--- src/sv/kpsc_pkg.sv ---
// Package for the keyed printable shift cipher unit.
// Holds the shared types, constants, and the key byte select function.
// No dependencies.
package kpsc_pkg;

  // Key geometry
  localparam int KEY_MAX = 16;
  localparam int KEY_IDX_W = $clog2(KEY_MAX);
  localparam int KEY_LEN_W = $clog2(KEY_MAX + 1);
  localparam int KEY_SUM_W = 12;

  // Character classes
  localparam logic [7:0] PRINT_LO = 8'd32;
  localparam logic [7:0] PRINT_HI = 8'd126;
  localparam logic [7:0] PRINT_MOD = 8'd95;
  localparam logic [7:0] CTRL_LO = 8'd9;
  localparam logic [7:0] CTRL_HI = 8'd11;
  localparam logic [7:0] CTRL_MOD = 8'd3;

  // Configuration register indexes
  typedef logic [2:0] cfg_index_t;
  localparam cfg_index_t CFG_DECRYPT_MODE = 3'd0;
  localparam cfg_index_t CFG_PASS_COUNT = 3'd1;
  localparam cfg_index_t CFG_KEY_LENGTH = 3'd2;
  localparam cfg_index_t CFG_KEY_BYTES_LOW = 3'd3;
  localparam cfg_index_t CFG_KEY_BYTES_HIGH = 3'd4;

  typedef enum logic [2:0] {
    ST_IDLE,
    ST_SUM,
    ST_DIV,
    ST_KEY,
    ST_PASS,
    ST_WRITE
  } kpsc_state_t;

  typedef enum logic [1:0] {
    CLS_OTHER,
    CLS_PRINT,
    CLS_CTRL
  } kpsc_class_t;

  typedef enum logic [1:0] {
    OP_ADD_MOD,
    OP_SUB_MOD,
    OP_SUB_GE
  } kpsc_op_t;

  // Request to the shared add/subtract unit
  typedef struct packed {
    kpsc_op_t   op;
    logic [7:0] a;
    logic [7:0] b;
    logic [7:0] m;
  } kpsc_alu_req_t;

  // Pick key byte idx out of the two 64-bit key words
  function automatic logic [7:0] key_byte(input logic [63:0] lo, input logic [63:0] hi,
                                          input logic [KEY_IDX_W-1:0] idx);
    logic [127:0] all;
    all = {hi, lo};
    return all[{idx, 3'b000} +: 8];
  endfunction

endpackage

--- src/sv/kpsc_if.sv ---
// Channel interfaces of the keyed printable shift cipher unit.
// Input item, result item and configuration write channels.
// Depends on kpsc_pkg.
interface kpsc_item_if;
  logic       valid;
  logic       ready;
  logic [7:0] data_byte;
  logic       message_start;

  modport source (output valid, output data_byte, output message_start, input ready);
  modport sink (input valid, input data_byte, input message_start, output ready);
endinterface

interface kpsc_result_if;
  logic       valid;
  logic       ready;
  logic [7:0] result_byte;

  modport source (output valid, output result_byte, input ready);
  modport sink (input valid, input result_byte, output ready);
endinterface

interface kpsc_cfg_if;
  logic                 valid;
  logic                 ready;
  kpsc_pkg::cfg_index_t index;
  logic [63:0]          data;

  modport source (output valid, output index, output data, input ready);
  modport sink (input valid, input index, input data, output ready);
endinterface

--- src/sv/kpsc_alu.sv ---
// Shared 8-bit add/subtract unit with modular correction.
// Serves the remainder steps and the cipher passes.
// Depends on kpsc_pkg.
module kpsc_alu (
  input  kpsc_pkg::kpsc_alu_req_t req,
  output logic [7:0]              res
);
  import kpsc_pkg::*;

  logic [8:0] sum;
  logic [8:0] diff;
  logic [8:0] wrap_add;
  logic       ge;

  // Form the raw sum and difference once
  always_comb begin
    sum = {1'b0, req.a} + {1'b0, req.b};
    diff = {1'b0, req.a} - {1'b0, req.b};
    wrap_add = sum - {1'b0, req.m};
    ge = (req.a >= req.b);
  end

  // Apply the correction for the requested operation
  always_comb begin
    case (req.op)
      OP_ADD_MOD: res = (sum >= {1'b0, req.m}) ? wrap_add[7:0] : sum[7:0];
      OP_SUB_MOD: res = ge ? diff[7:0] : (diff[7:0] + req.m);
      OP_SUB_GE:  res = ge ? diff[7:0] : req.a;
      default:    res = req.a;
    endcase
  end
endmodule

--- src/sv/keyed_printable_shift_cipher_unit.sv ---
// Top level of the keyed printable shift cipher unit.
// Uses kpsc_pkg, the channel interfaces in kpsc_if and the shared unit kpsc_alu.
//
//   channel      modport  payload                       role
//   data_item    sink     data_byte, message_start      bytes to transform
//   data_result  source   result_byte                   transformed bytes
//   config_wr    sink     index, data                   register writes
//
// A byte goes through KEY, pass_count passes (none for bytes outside both classes) and
// WRITE; with message_start set, SUM first adds the key bytes over the clamped key
// length (1..16), one a cycle, then DIV takes a 12-step remainder. DIV and the passes,
// one a cycle, use the shared unit. rst is synchronous and resets control state and the
// configuration registers. A stalled result waits in the output register; the next
// byte may be taken meanwhile and holds in its last state until the register frees.
module keyed_printable_shift_cipher_unit (
  input logic                  clk,
  input logic                  rst,
  kpsc_item_if.sink            data_item,
  kpsc_result_if.source        data_result,
  kpsc_cfg_if.sink             config_wr
);
  import kpsc_pkg::*;

  // Configuration registers
  logic                 decrypt_mode;
  logic [1:0]           pass_count;
  logic [4:0]           key_length;
  logic [63:0]          key_bytes_low;
  logic [63:0]          key_bytes_high;

  // Control state
  kpsc_state_t          state;
  kpsc_state_t          state_next;
  logic [KEY_IDX_W-1:0] key_position;
  logic                 out_valid;

  // Item working registers
  logic [7:0]           char_in;
  kpsc_class_t          char_class;
  logic [6:0]           char_val;
  logic [6:0]           shift;
  logic [1:0]           pass_left;
  logic [KEY_SUM_W-1:0] key_sum;
  logic [KEY_IDX_W-1:0] sum_cnt;
  logic [3:0]           bit_cnt;
  logic [4:0]           rem;
  logic [7:0]           result_byte;

  // Combinational helpers
  logic [KEY_LEN_W-1:0] n_eff;
  logic [KEY_IDX_W-1:0] idx;
  logic [KEY_LEN_W-1:0] idx_inc;
  logic [7:0]           kbyte;
  logic [6:0]           s95;
  logic [15:0]          prod3;
  logic [6:0]           q3;
  logic [7:0]           r3;
  logic                 accept;
  logic                 out_free;
  logic                 sum_last;
  kpsc_alu_req_t        alu_req;
  logic [7:0]           alu_res;

  assign accept = data_item.valid && data_item.ready;
  assign out_free = !out_valid || data_result.ready;
  assign data_item.ready = (state == ST_IDLE);
  assign config_wr.ready = 1'b1;
  assign data_result.valid = out_valid;
  assign data_result.result_byte = result_byte;

  // Clamp the key length to 1..KEY_MAX
  always_comb begin
    if (key_length == '0) begin
      n_eff = KEY_LEN_W'(1);
    end else if (key_length > KEY_LEN_W'(KEY_MAX)) begin
      n_eff = KEY_LEN_W'(KEY_MAX);
    end else begin
      n_eff = key_length;
    end
  end

  // Key byte for this item and its shifts modulo 95 and 3
  always_comb begin
    idx = ({1'b0, key_position} >= n_eff) ? '0 : key_position;
    idx_inc = {1'b0, idx} + KEY_LEN_W'(1);
    kbyte = key_byte(key_bytes_low, key_bytes_high, idx);
    if (kbyte >= 8'd190) begin
      s95 = 7'(kbyte - 8'd190);
    end else if (kbyte >= PRINT_MOD) begin
      s95 = 7'(kbyte - PRINT_MOD);
    end else begin
      s95 = kbyte[6:0];
    end
    prod3 = {8'b0, kbyte} * 16'd171;
    q3 = prod3[15:9];
    r3 = kbyte - {q3, 1'b0} - {1'b0, q3};
    sum_last = ({1'b0, sum_cnt} == (n_eff - KEY_LEN_W'(1)));
  end

  // Drive the shared unit from the active state
  always_comb begin
    alu_req = '{op: OP_SUB_GE, a: 8'b0, b: 8'b0, m: 8'b0};
    case (state)
      ST_DIV: begin
        alu_req.op = OP_SUB_GE;
        alu_req.a = {2'b0, rem, key_sum[KEY_SUM_W-1]};
        alu_req.b = {3'b0, n_eff};
      end
      ST_PASS: begin
        alu_req.op = decrypt_mode ? OP_SUB_MOD : OP_ADD_MOD;
        alu_req.a = {1'b0, char_val};
        alu_req.b = {1'b0, shift};
        alu_req.m = (char_class == CLS_PRINT) ? PRINT_MOD : CTRL_MOD;
      end
      default: alu_req.op = OP_SUB_GE;
    endcase
  end

  kpsc_alu u_alu (
    .req (alu_req),
    .res (alu_res)
  );

  // Next state
  always_comb begin
    state_next = state;
    case (state)
      ST_IDLE: begin
        if (accept) begin
          state_next = data_item.message_start ? ST_SUM : ST_KEY;
        end
      end
      ST_SUM: begin
        if (sum_last) begin
          state_next = ST_DIV;
        end
      end
      ST_DIV: begin
        if (bit_cnt == '0) begin
          state_next = ST_KEY;
        end
      end
      ST_KEY: begin
        if (pass_count == '0 || char_class == CLS_OTHER) begin
          state_next = ST_WRITE;
        end else begin
          state_next = ST_PASS;
        end
      end
      ST_PASS: begin
        if (pass_left == 2'd1) begin
          state_next = ST_WRITE;
        end
      end
      ST_WRITE: begin
        if (out_free) begin
          state_next = ST_IDLE;
        end
      end
      default: state_next = ST_IDLE;
    endcase
  end

  // Hold the state register
  always_ff @(posedge clk) begin
    if (rst) begin
      state <= ST_IDLE;
    end else begin
      state <= state_next;
    end
  end

  // Take configuration writes; indexes past the list are dropped
  always_ff @(posedge clk) begin
    if (rst) begin
      decrypt_mode <= 1'b0;
      pass_count <= 2'd3;
      key_length <= 5'd1;
      key_bytes_low <= '0;
      key_bytes_high <= '0;
    end else if (config_wr.valid && config_wr.ready) begin
      case (config_wr.index)
        CFG_DECRYPT_MODE:   decrypt_mode <= config_wr.data[0];
        CFG_PASS_COUNT:     pass_count <= config_wr.data[1:0];
        CFG_KEY_LENGTH:     key_length <= config_wr.data[4:0];
        CFG_KEY_BYTES_LOW:  key_bytes_low <= config_wr.data;
        CFG_KEY_BYTES_HIGH: key_bytes_high <= config_wr.data;
        default: ;
      endcase
    end
  end

  // Track the key position
  always_ff @(posedge clk) begin
    if (rst) begin
      key_position <= '0;
    end else if (state == ST_DIV && bit_cnt == '0) begin
      key_position <= alu_res[KEY_IDX_W-1:0];
    end else if (state == ST_KEY) begin
      key_position <= (idx_inc >= n_eff) ? '0 : idx_inc[KEY_IDX_W-1:0];
    end
  end

  // Advance the item datapath
  always_ff @(posedge clk) begin
    case (state)
      ST_IDLE: begin
        char_in <= data_item.data_byte;
        key_sum <= '0;
        sum_cnt <= '0;
        rem <= '0;
        bit_cnt <= 4'(KEY_SUM_W - 1);
        if (data_item.data_byte >= PRINT_LO && data_item.data_byte <= PRINT_HI) begin
          char_class <= CLS_PRINT;
          char_val <= 7'(data_item.data_byte - PRINT_LO);
        end else if (data_item.data_byte >= CTRL_LO && data_item.data_byte <= CTRL_HI) begin
          char_class <= CLS_CTRL;
          char_val <= 7'(data_item.data_byte - CTRL_LO);
        end else begin
          char_class <= CLS_OTHER;
          char_val <= '0;
        end
      end
      ST_SUM: begin
        key_sum <= key_sum + {4'b0, key_byte(key_bytes_low, key_bytes_high, sum_cnt)};
        sum_cnt <= sum_cnt + KEY_IDX_W'(1);
      end
      ST_DIV: begin
        rem <= alu_res[4:0];
        key_sum <= {key_sum[KEY_SUM_W-2:0], 1'b0};
        bit_cnt <= bit_cnt - 4'd1;
      end
      ST_KEY: begin
        shift <= (char_class == CLS_PRINT) ? s95 : {5'b0, r3[1:0]};
        pass_left <= pass_count;
      end
      ST_PASS: begin
        char_val <= alu_res[6:0];
        pass_left <= pass_left - 2'd1;
      end
      default: ;
    endcase
  end

  // Hand the result to the output register
  always_ff @(posedge clk) begin
    if (rst) begin
      out_valid <= 1'b0;
    end else if (state == ST_WRITE && out_free) begin
      out_valid <= 1'b1;
    end else if (data_result.ready) begin
      out_valid <= 1'b0;
    end
  end

  always_ff @(posedge clk) begin
    if (state == ST_WRITE && out_free) begin
      case (char_class)
        CLS_PRINT: result_byte <= {1'b0, char_val} + PRINT_LO;
        CLS_CTRL:  result_byte <= {1'b0, char_val} + CTRL_LO;
        default:   result_byte <= char_in;
      endcase
    end
  end

`ifndef SYNTH
  // The block takes no new byte in the cycle after one is accepted
  a_busy_after_accept: assert property (@(posedge clk) disable iff (rst)
    accept |=> !data_item.ready)
    else $error("accepted a byte while busy");

  // The partial remainder stays below the key length
  a_rem_range: assert property (@(posedge clk) disable iff (rst)
    (state == ST_DIV) |-> (rem < n_eff))
    else $error("remainder out of range");

  // The key position lands inside the key after each byte
  a_pos_range: assert property (@(posedge clk) disable iff (rst)
    (state == ST_KEY) |=> ({1'b0, key_position} < n_eff))
    else $error("key position beyond key length");

  // A finished byte reaches the output register once it is free
  a_write_lands: assert property (@(posedge clk) disable iff (rst)
    (state == ST_WRITE && out_free) |=> (out_valid && state == ST_IDLE))
    else $error("result not loaded");
`endif
endmodule

--- src/flat_wrapper.sv ---
// flat-port wrapper written by rule: the top's interface ports become plain ports
module keyed_printable_shift_cipher_unit_flat import kpsc_pkg::*;
  (clk, rst, data_item_valid, data_item_data_byte, data_item_message_start, data_item_ready, data_result_valid, data_result_result_byte, data_result_ready, config_wr_valid, config_wr_index, config_wr_data, config_wr_ready);
  kpsc_item_if data_item_i ();
  kpsc_result_if data_result_i ();
  kpsc_cfg_if config_wr_i ();
  input logic clk;
  input logic rst;
  input wire logic [$bits(data_item_i.valid)-1:0] data_item_valid;
  input wire logic [$bits(data_item_i.data_byte)-1:0] data_item_data_byte;
  input wire logic [$bits(data_item_i.message_start)-1:0] data_item_message_start;
  output wire logic [$bits(data_item_i.ready)-1:0] data_item_ready;
  output wire logic [$bits(data_result_i.valid)-1:0] data_result_valid;
  output wire logic [$bits(data_result_i.result_byte)-1:0] data_result_result_byte;
  input wire logic [$bits(data_result_i.ready)-1:0] data_result_ready;
  input wire logic [$bits(config_wr_i.valid)-1:0] config_wr_valid;
  input wire logic [$bits(config_wr_i.index)-1:0] config_wr_index;
  input wire logic [$bits(config_wr_i.data)-1:0] config_wr_data;
  output wire logic [$bits(config_wr_i.ready)-1:0] config_wr_ready;
  assign data_item_i.valid = data_item_valid;
  assign data_item_i.data_byte = data_item_data_byte;
  assign data_item_i.message_start = data_item_message_start;
  assign data_item_ready = data_item_i.ready;
  assign data_result_valid = data_result_i.valid;
  assign data_result_result_byte = data_result_i.result_byte;
  assign data_result_i.ready = data_result_ready;
  assign config_wr_i.valid = config_wr_valid;
  assign config_wr_i.index = config_wr_index;
  assign config_wr_i.data = config_wr_data;
  assign config_wr_ready = config_wr_i.ready;
  keyed_printable_shift_cipher_unit u_core (.clk(clk), .rst(rst), .data_item(data_item_i), .data_result(data_result_i), .config_wr(config_wr_i));
endmodule
--- config.mk ---
export PLATFORM = sky130hd
export DESIGN_NAME = keyed_printable_shift_cipher_unit_flat
export DESIGN_NICKNAME = d
export VERILOG_FILES = /design/src/sv/kpsc_pkg.sv /design/src/sv/kpsc_if.sv /design/src/sv/kpsc_alu.sv /design/src/sv/keyed_printable_shift_cipher_unit.sv /design/src/flat_wrapper.sv
export SDC_FILE = /design/constraint.sdc
export NUM_CORES = 1
export LEC_CHECK = 0
export ABC_CLOCK_PERIOD_IN_PS = 8600
export BUFFER_PORTS_ARGS = -buffer_cell sky130_fd_sc_hd__clkbuf_2
export CORE_ASPECT_RATIO = 1.4
export CORE_UTILIZATION = 62
export CTS_CLUSTER_DIAMETER = 30
export DETAILED_ROUTE_END_ITERATION = 10
export HOLD_SLACK_MARGIN = 0.02
export PLACE_DENSITY = 0.88
export SLEW_MARGIN = 15
export SYNTH_ARGS = -nofsm -noshare
export SYNTH_HDL_FRONTEND = slang
export SYNTH_SLANG_ARGS = --single-unit
--- constraint.sdc ---
create_clock -name clk -period 8.6 [get_ports clk]
set_clock_uncertainty 0.1 [all_clocks]
set_input_delay 2.15 -clock clk [delete_from_list [all_inputs] [get_ports clk]]
set_output_delay 2.15 -clock clk [all_outputs]
set_load 0.01 [all_outputs]
==> reports/metrics.json <==
{
  "timing": {
    "final.setup.tns_ps": 0,
    "slew_viol_final": 0,
    "f_max_ghz": 0.1260,
    "timing.final.setup_violations": 0,
    "rsz0062_at_grt": "false",
    "postLayoutSetupSlackWorst_ps": 661.0,
    "timing.final.hold_violations": 0,
    "max_slew.worst_pin.slew_ps": 1218,
    "max_slew_margin_vs_limit_pct": 18.83,
    "post-route-min-period_ps": 7939,
    "fin_crit_sh_pct": 92.31
  },
  "placement": {
    "finalWeightedCongestion": 1.001,
    "pre_cts_ws_ps": 777.3,
    "port-buffer-count": 90,
    "hpwlAfterDp_mm": 29.86
  },
  "die": {
    "core_sq_um": 21280,
    "start_util_pct": 63.37,
    "die_area_sq_um": 22360,
    "rows": 63,
    "die_width_um": 126.7,
    "dieHeight_um": 176.5,
    "top_level_ports": 92
  },
  "logic_synthesis": {
    "syn_nets": 1763,
    "post_synth_inst_count": 1583,
    "synth.mux.area_fraction_pct": 10.22,
    "yosysSeqAreaShare_pct": 34.51,
    "dominant_combinational_cell_family_by_area_after_synthesis": "compound AO/OA/AOI/OAI gates",
    "synth_cell_type_count": 84,
    "postSynthAreaPerCell_sq_um": 8.520,
    "ys_top_cells_by_area": "dfxtp_1 (21%), edfxtp_1 (13%), nand2_1 (9.5%)",
    "post_synth_xor_area_fraction_pct": 3.414,
    "mappedNetlistArea_sq_um": 13490,
    "synth_simple_gate_area_share_pct": 16.27,
    "ys.flop_type": "dfxtp_1",
    "proportion_of_netlist_area_held_by_the_largest_area_contributor_pct": 21.37,
    "synth-seq-cells": 203,
    "post_synth_top_area_cell": "dfxtp_1",
    "synth_warnings": 0,
    "synth-adder-area-share_pct": 10.02,
    "synth_enable_flop_cells": 59,
    "share_of_flip_flops_with_an_asynchronous_set_or_reset_after_synthesis_pct": 0,
    "synth_area_in_compound_gates_pct": 19.92
  },
  "clock_network": {
    "buffer_cell_driving_the_clock_tree_root": "clkbuf_16",
    "cts_setup_buffers": 0,
    "tritoncts": "built",
    "cts.reportedPaths.clkPinSlew_ps": 60,
    "clock-sinks": 203,
    "tritoncts.num_buffers": 30,
    "htree_num_levels": 1,
    "insertion_delay_ps": 560,
    "cts_repair_resize_count": 0,
    "cts.hold.buffers_added": 0,
    "cts.path.max_buffers": 3
  },
  "worst_setup_path": {
    "crit_slowest_cell": "dfxtp_1",
    "critical_path.max_stage_delay_ps": 560,
    "worst-path-max-fanout": 12,
    "path_common_cell": "ha_1",
    "worstSetupPathType": "reg -> reg",
    "timing.critical_path.arrival_ps": 8130,
    "reg2reg_depth": 30,
    "timing.critical_path.to_type": "register",
    "cp-start-kind": "register",
    "cp.required_ps": 8790
  },
  "layout": {
    "area_growth_pct": 11.19,
    "filler_cell_count": 1649,
    "finish.net_count": 1805,
    "layout-drive-gt1-share_pct": 13.35,
    "insertedDiodeCount": 0,
    "final_core_utilization_pct": 70.46
  },
  "power": {
    "static-leakage-power_nw": 6.065,
    "power_per_cell_area_nw_per_um2": 278.4,
    "report.power.total_w": 0.004175,
    "power.combinational.fraction_pct": 39.7,
    "pwr-share-clk_pct": 29.2,
    "swShare_pct": 39.22,
    "ir_worst_vdd_mv": 0.2252,
    "p_switching_w": 0.001637,
    "seq_power_share_pct": 31.1,
    "internal_power_w": 0.002537
  },
  "worst_hold_path": {
    "timing.hold.worst_path_depth": 2,
    "holdCritPathClass": "reg -> reg"
  },
  "detailed_routing": {
    "wl_per_cell_um": 21.50,
    "vias_per_cell": 6.454,
    "detail-route-antenna-nets": 0,
    "number_of_detailed_route_iterations_in_the_first_pass": 5,
    "num_vias": 12320,
    "first_iter_violations": 1087,
    "number_of_design_rule_violations_left_after_detail_routing": 0,
    "routed_wirelength_mm": 41.02
  },
  "grt": {
    "first_global_vias": 11830,
    "grt_max_degree": 90,
    "grt_antenna_before_repair": 0,
    "globalRoute.totalOverflow": 0,
    "track_usage_pct": 36.92,
    "grt_pass1_wl_mm": 63.55
  },
  "status": {
    "outcome": "complete, no violations"
  },
  "job": {
    "drv.max_cap_violation_count": 0
  }
}
## synthesized netlist by cell type (6+ instances only)
| master | count |
|---|---|
| buf_1 | 8 |
| nand2_1 | 340 |
| and3_1 | 13 |
| o22ai_1 | 8 |
| xor2_1 | 19 |
| inv_1 | 88 |
| a221oi_1 | 14 |
| o221ai_1 | 10 |
| a21oi_1 | 213 |
| a22oi_1 | 19 |
| a21o_1 | 8 |
| nor2_1 | 70 |
| a211oi_1 | 12 |
| mux2i_1 | 68 |
| mux2_2 | 13 |
| nand2b_1 | 10 |
| clkbuf_1 | 70 |
| mux4_2 | 24 |
| nor3b_1 | 9 |
| o21ai_0 | 55 |
| xnor2_1 | 31 |
| nor2b_1 | 19 |
| nor3_1 | 15 |
| buf_2 | 8 |
| dfxtp_1 | 144 |
| fa_1 | 15 |
| o21a_1 | 6 |
| o21bai_1 | 9 |
| ha_1 | 84 |
| o21ai_1 | 8 |
| edfxtp_1 | 59 |
| nand3_1 | 17 |
## stage by stage
step	hold slack (ps)	cells	area [sq um]
4_1_cts	369.1	1908	14990
5_1_grt	390.2	1908	15000
3_3_place_gp	354.0	1853	13970
6_report	371.0	1908	15000
2_1_floorplan	342.2	1583	13490
3_5_place_dp	361.5	1853	13970
## cells in the final DEF (no fill, tap or decap), drive strengths merged, types with 6 or more instances in the layout
master	instances
nor3	15
a21o	8
a211oi	15
o221ai	10
mux2i	68
nor3b	9
nand2b	13
ha	84
o21bai	10
buf	15
mux4	24
inv	96
a221oi	15
clkbuf	127
xnor2	31
mux2	14
nor2	71
a22oi	19
fa	15
o21ai	65
o22ai	8
o21a	6
nand3	17
a21oi	214
xor2	19
edfxtp	59
nor2b	19
dfxtp	144
nand2	340
and3	13
clkinv	9
## cell type report
| cell class | instances | area [sq um] | share of cell area [%] |
|---|---|---|---|
| multi-input combinational | 1195 | 8099 | 54.00 |
| sequential | 203 | 4654 | 31.04 |
| clock buffer | 38 | 822.0 | 5.481 |
| timing repair buffer | 104 | 558.0 | 3.721 |
| inverter | 91 | 341.6 | 2.278 |
| tap | 260 | 325.3 | 2.169 |
| clock inverter | 17 | 196.4 | 1.310 |
## cell families after synthesis
family	Yosys count
fa+ha+maj	99
flops	203
buf+inv	185
compound gates	423
simple gates	515
xor+xnor	51
other cells	1
mux	106
## worst paths after layout
| kind | slack, ps | endpoint | from |
|---|---|---|---|
| worst max-delay path | 660 | u_core.shift[1] | u_core.key_length[4] |
| worst min-delay path | 370 | u_core.key_bytes_high[62] | u_core.key_bytes_high[62] |
| worst min register to register | 370 | u_core.key_bytes_high[62] | u_core.key_bytes_high[62] |
| worst max register to register | 660 | u_core.shift[1] | u_core.key_length[4] |
## worst max-delay path: cells and delay by family (launching register included)
family | cells | cell delay, ps
simple gates | 4 | 560
fa+ha+maj | 7 | 2510
flops | 1 | 560
compound gates | 8 | 2180
buf+inv | 4 | 420
xor+xnor | 7 | 1330
## registers in the layout, summed over array words and instances, names as in the netlist, 2 cells and up
name,count
u_core.key_bytes_high,64
u_core.key_bytes_low,64
u_core.key_sum,12
u_core.char_in,8
u_core.data_result.result_byte,8
u_core.char_val,7
u_core.shift,7
u_core.key_length,5
u_core.rem,5
u_core.bit_cnt,4
u_core.key_position,4
u_core.sum_cnt,4
u_core.state,3
u_core.char_class,2
u_core.pass_count,2
u_core.pass_left,2
## power groups by stage
stage                     Sequential, W  Clock (W)  Combinational, W
after floorplan                 0.00122          0           0.00128
after global placement          0.00130          0           0.00157
after detailed placement        0.00131          0           0.00162
after CTS                       0.00129    0.00122           0.00163
after global routing            0.00130    0.00127           0.00181
final                           0.00130    0.00122           0.00166
## per-layer routing
layer	routed length (um)	global-route usage (%)	vias to the layer above	part of all wire, %
li1	-	-	5667	-
met1	14120	38.43	5861	34
met2	20590	66.09	585	50
met3	2456	5.000	202	6.0
met4	3856	30.61	0	9.4
met5	0	0	-	0
Power figures use the tool's default switching activity.
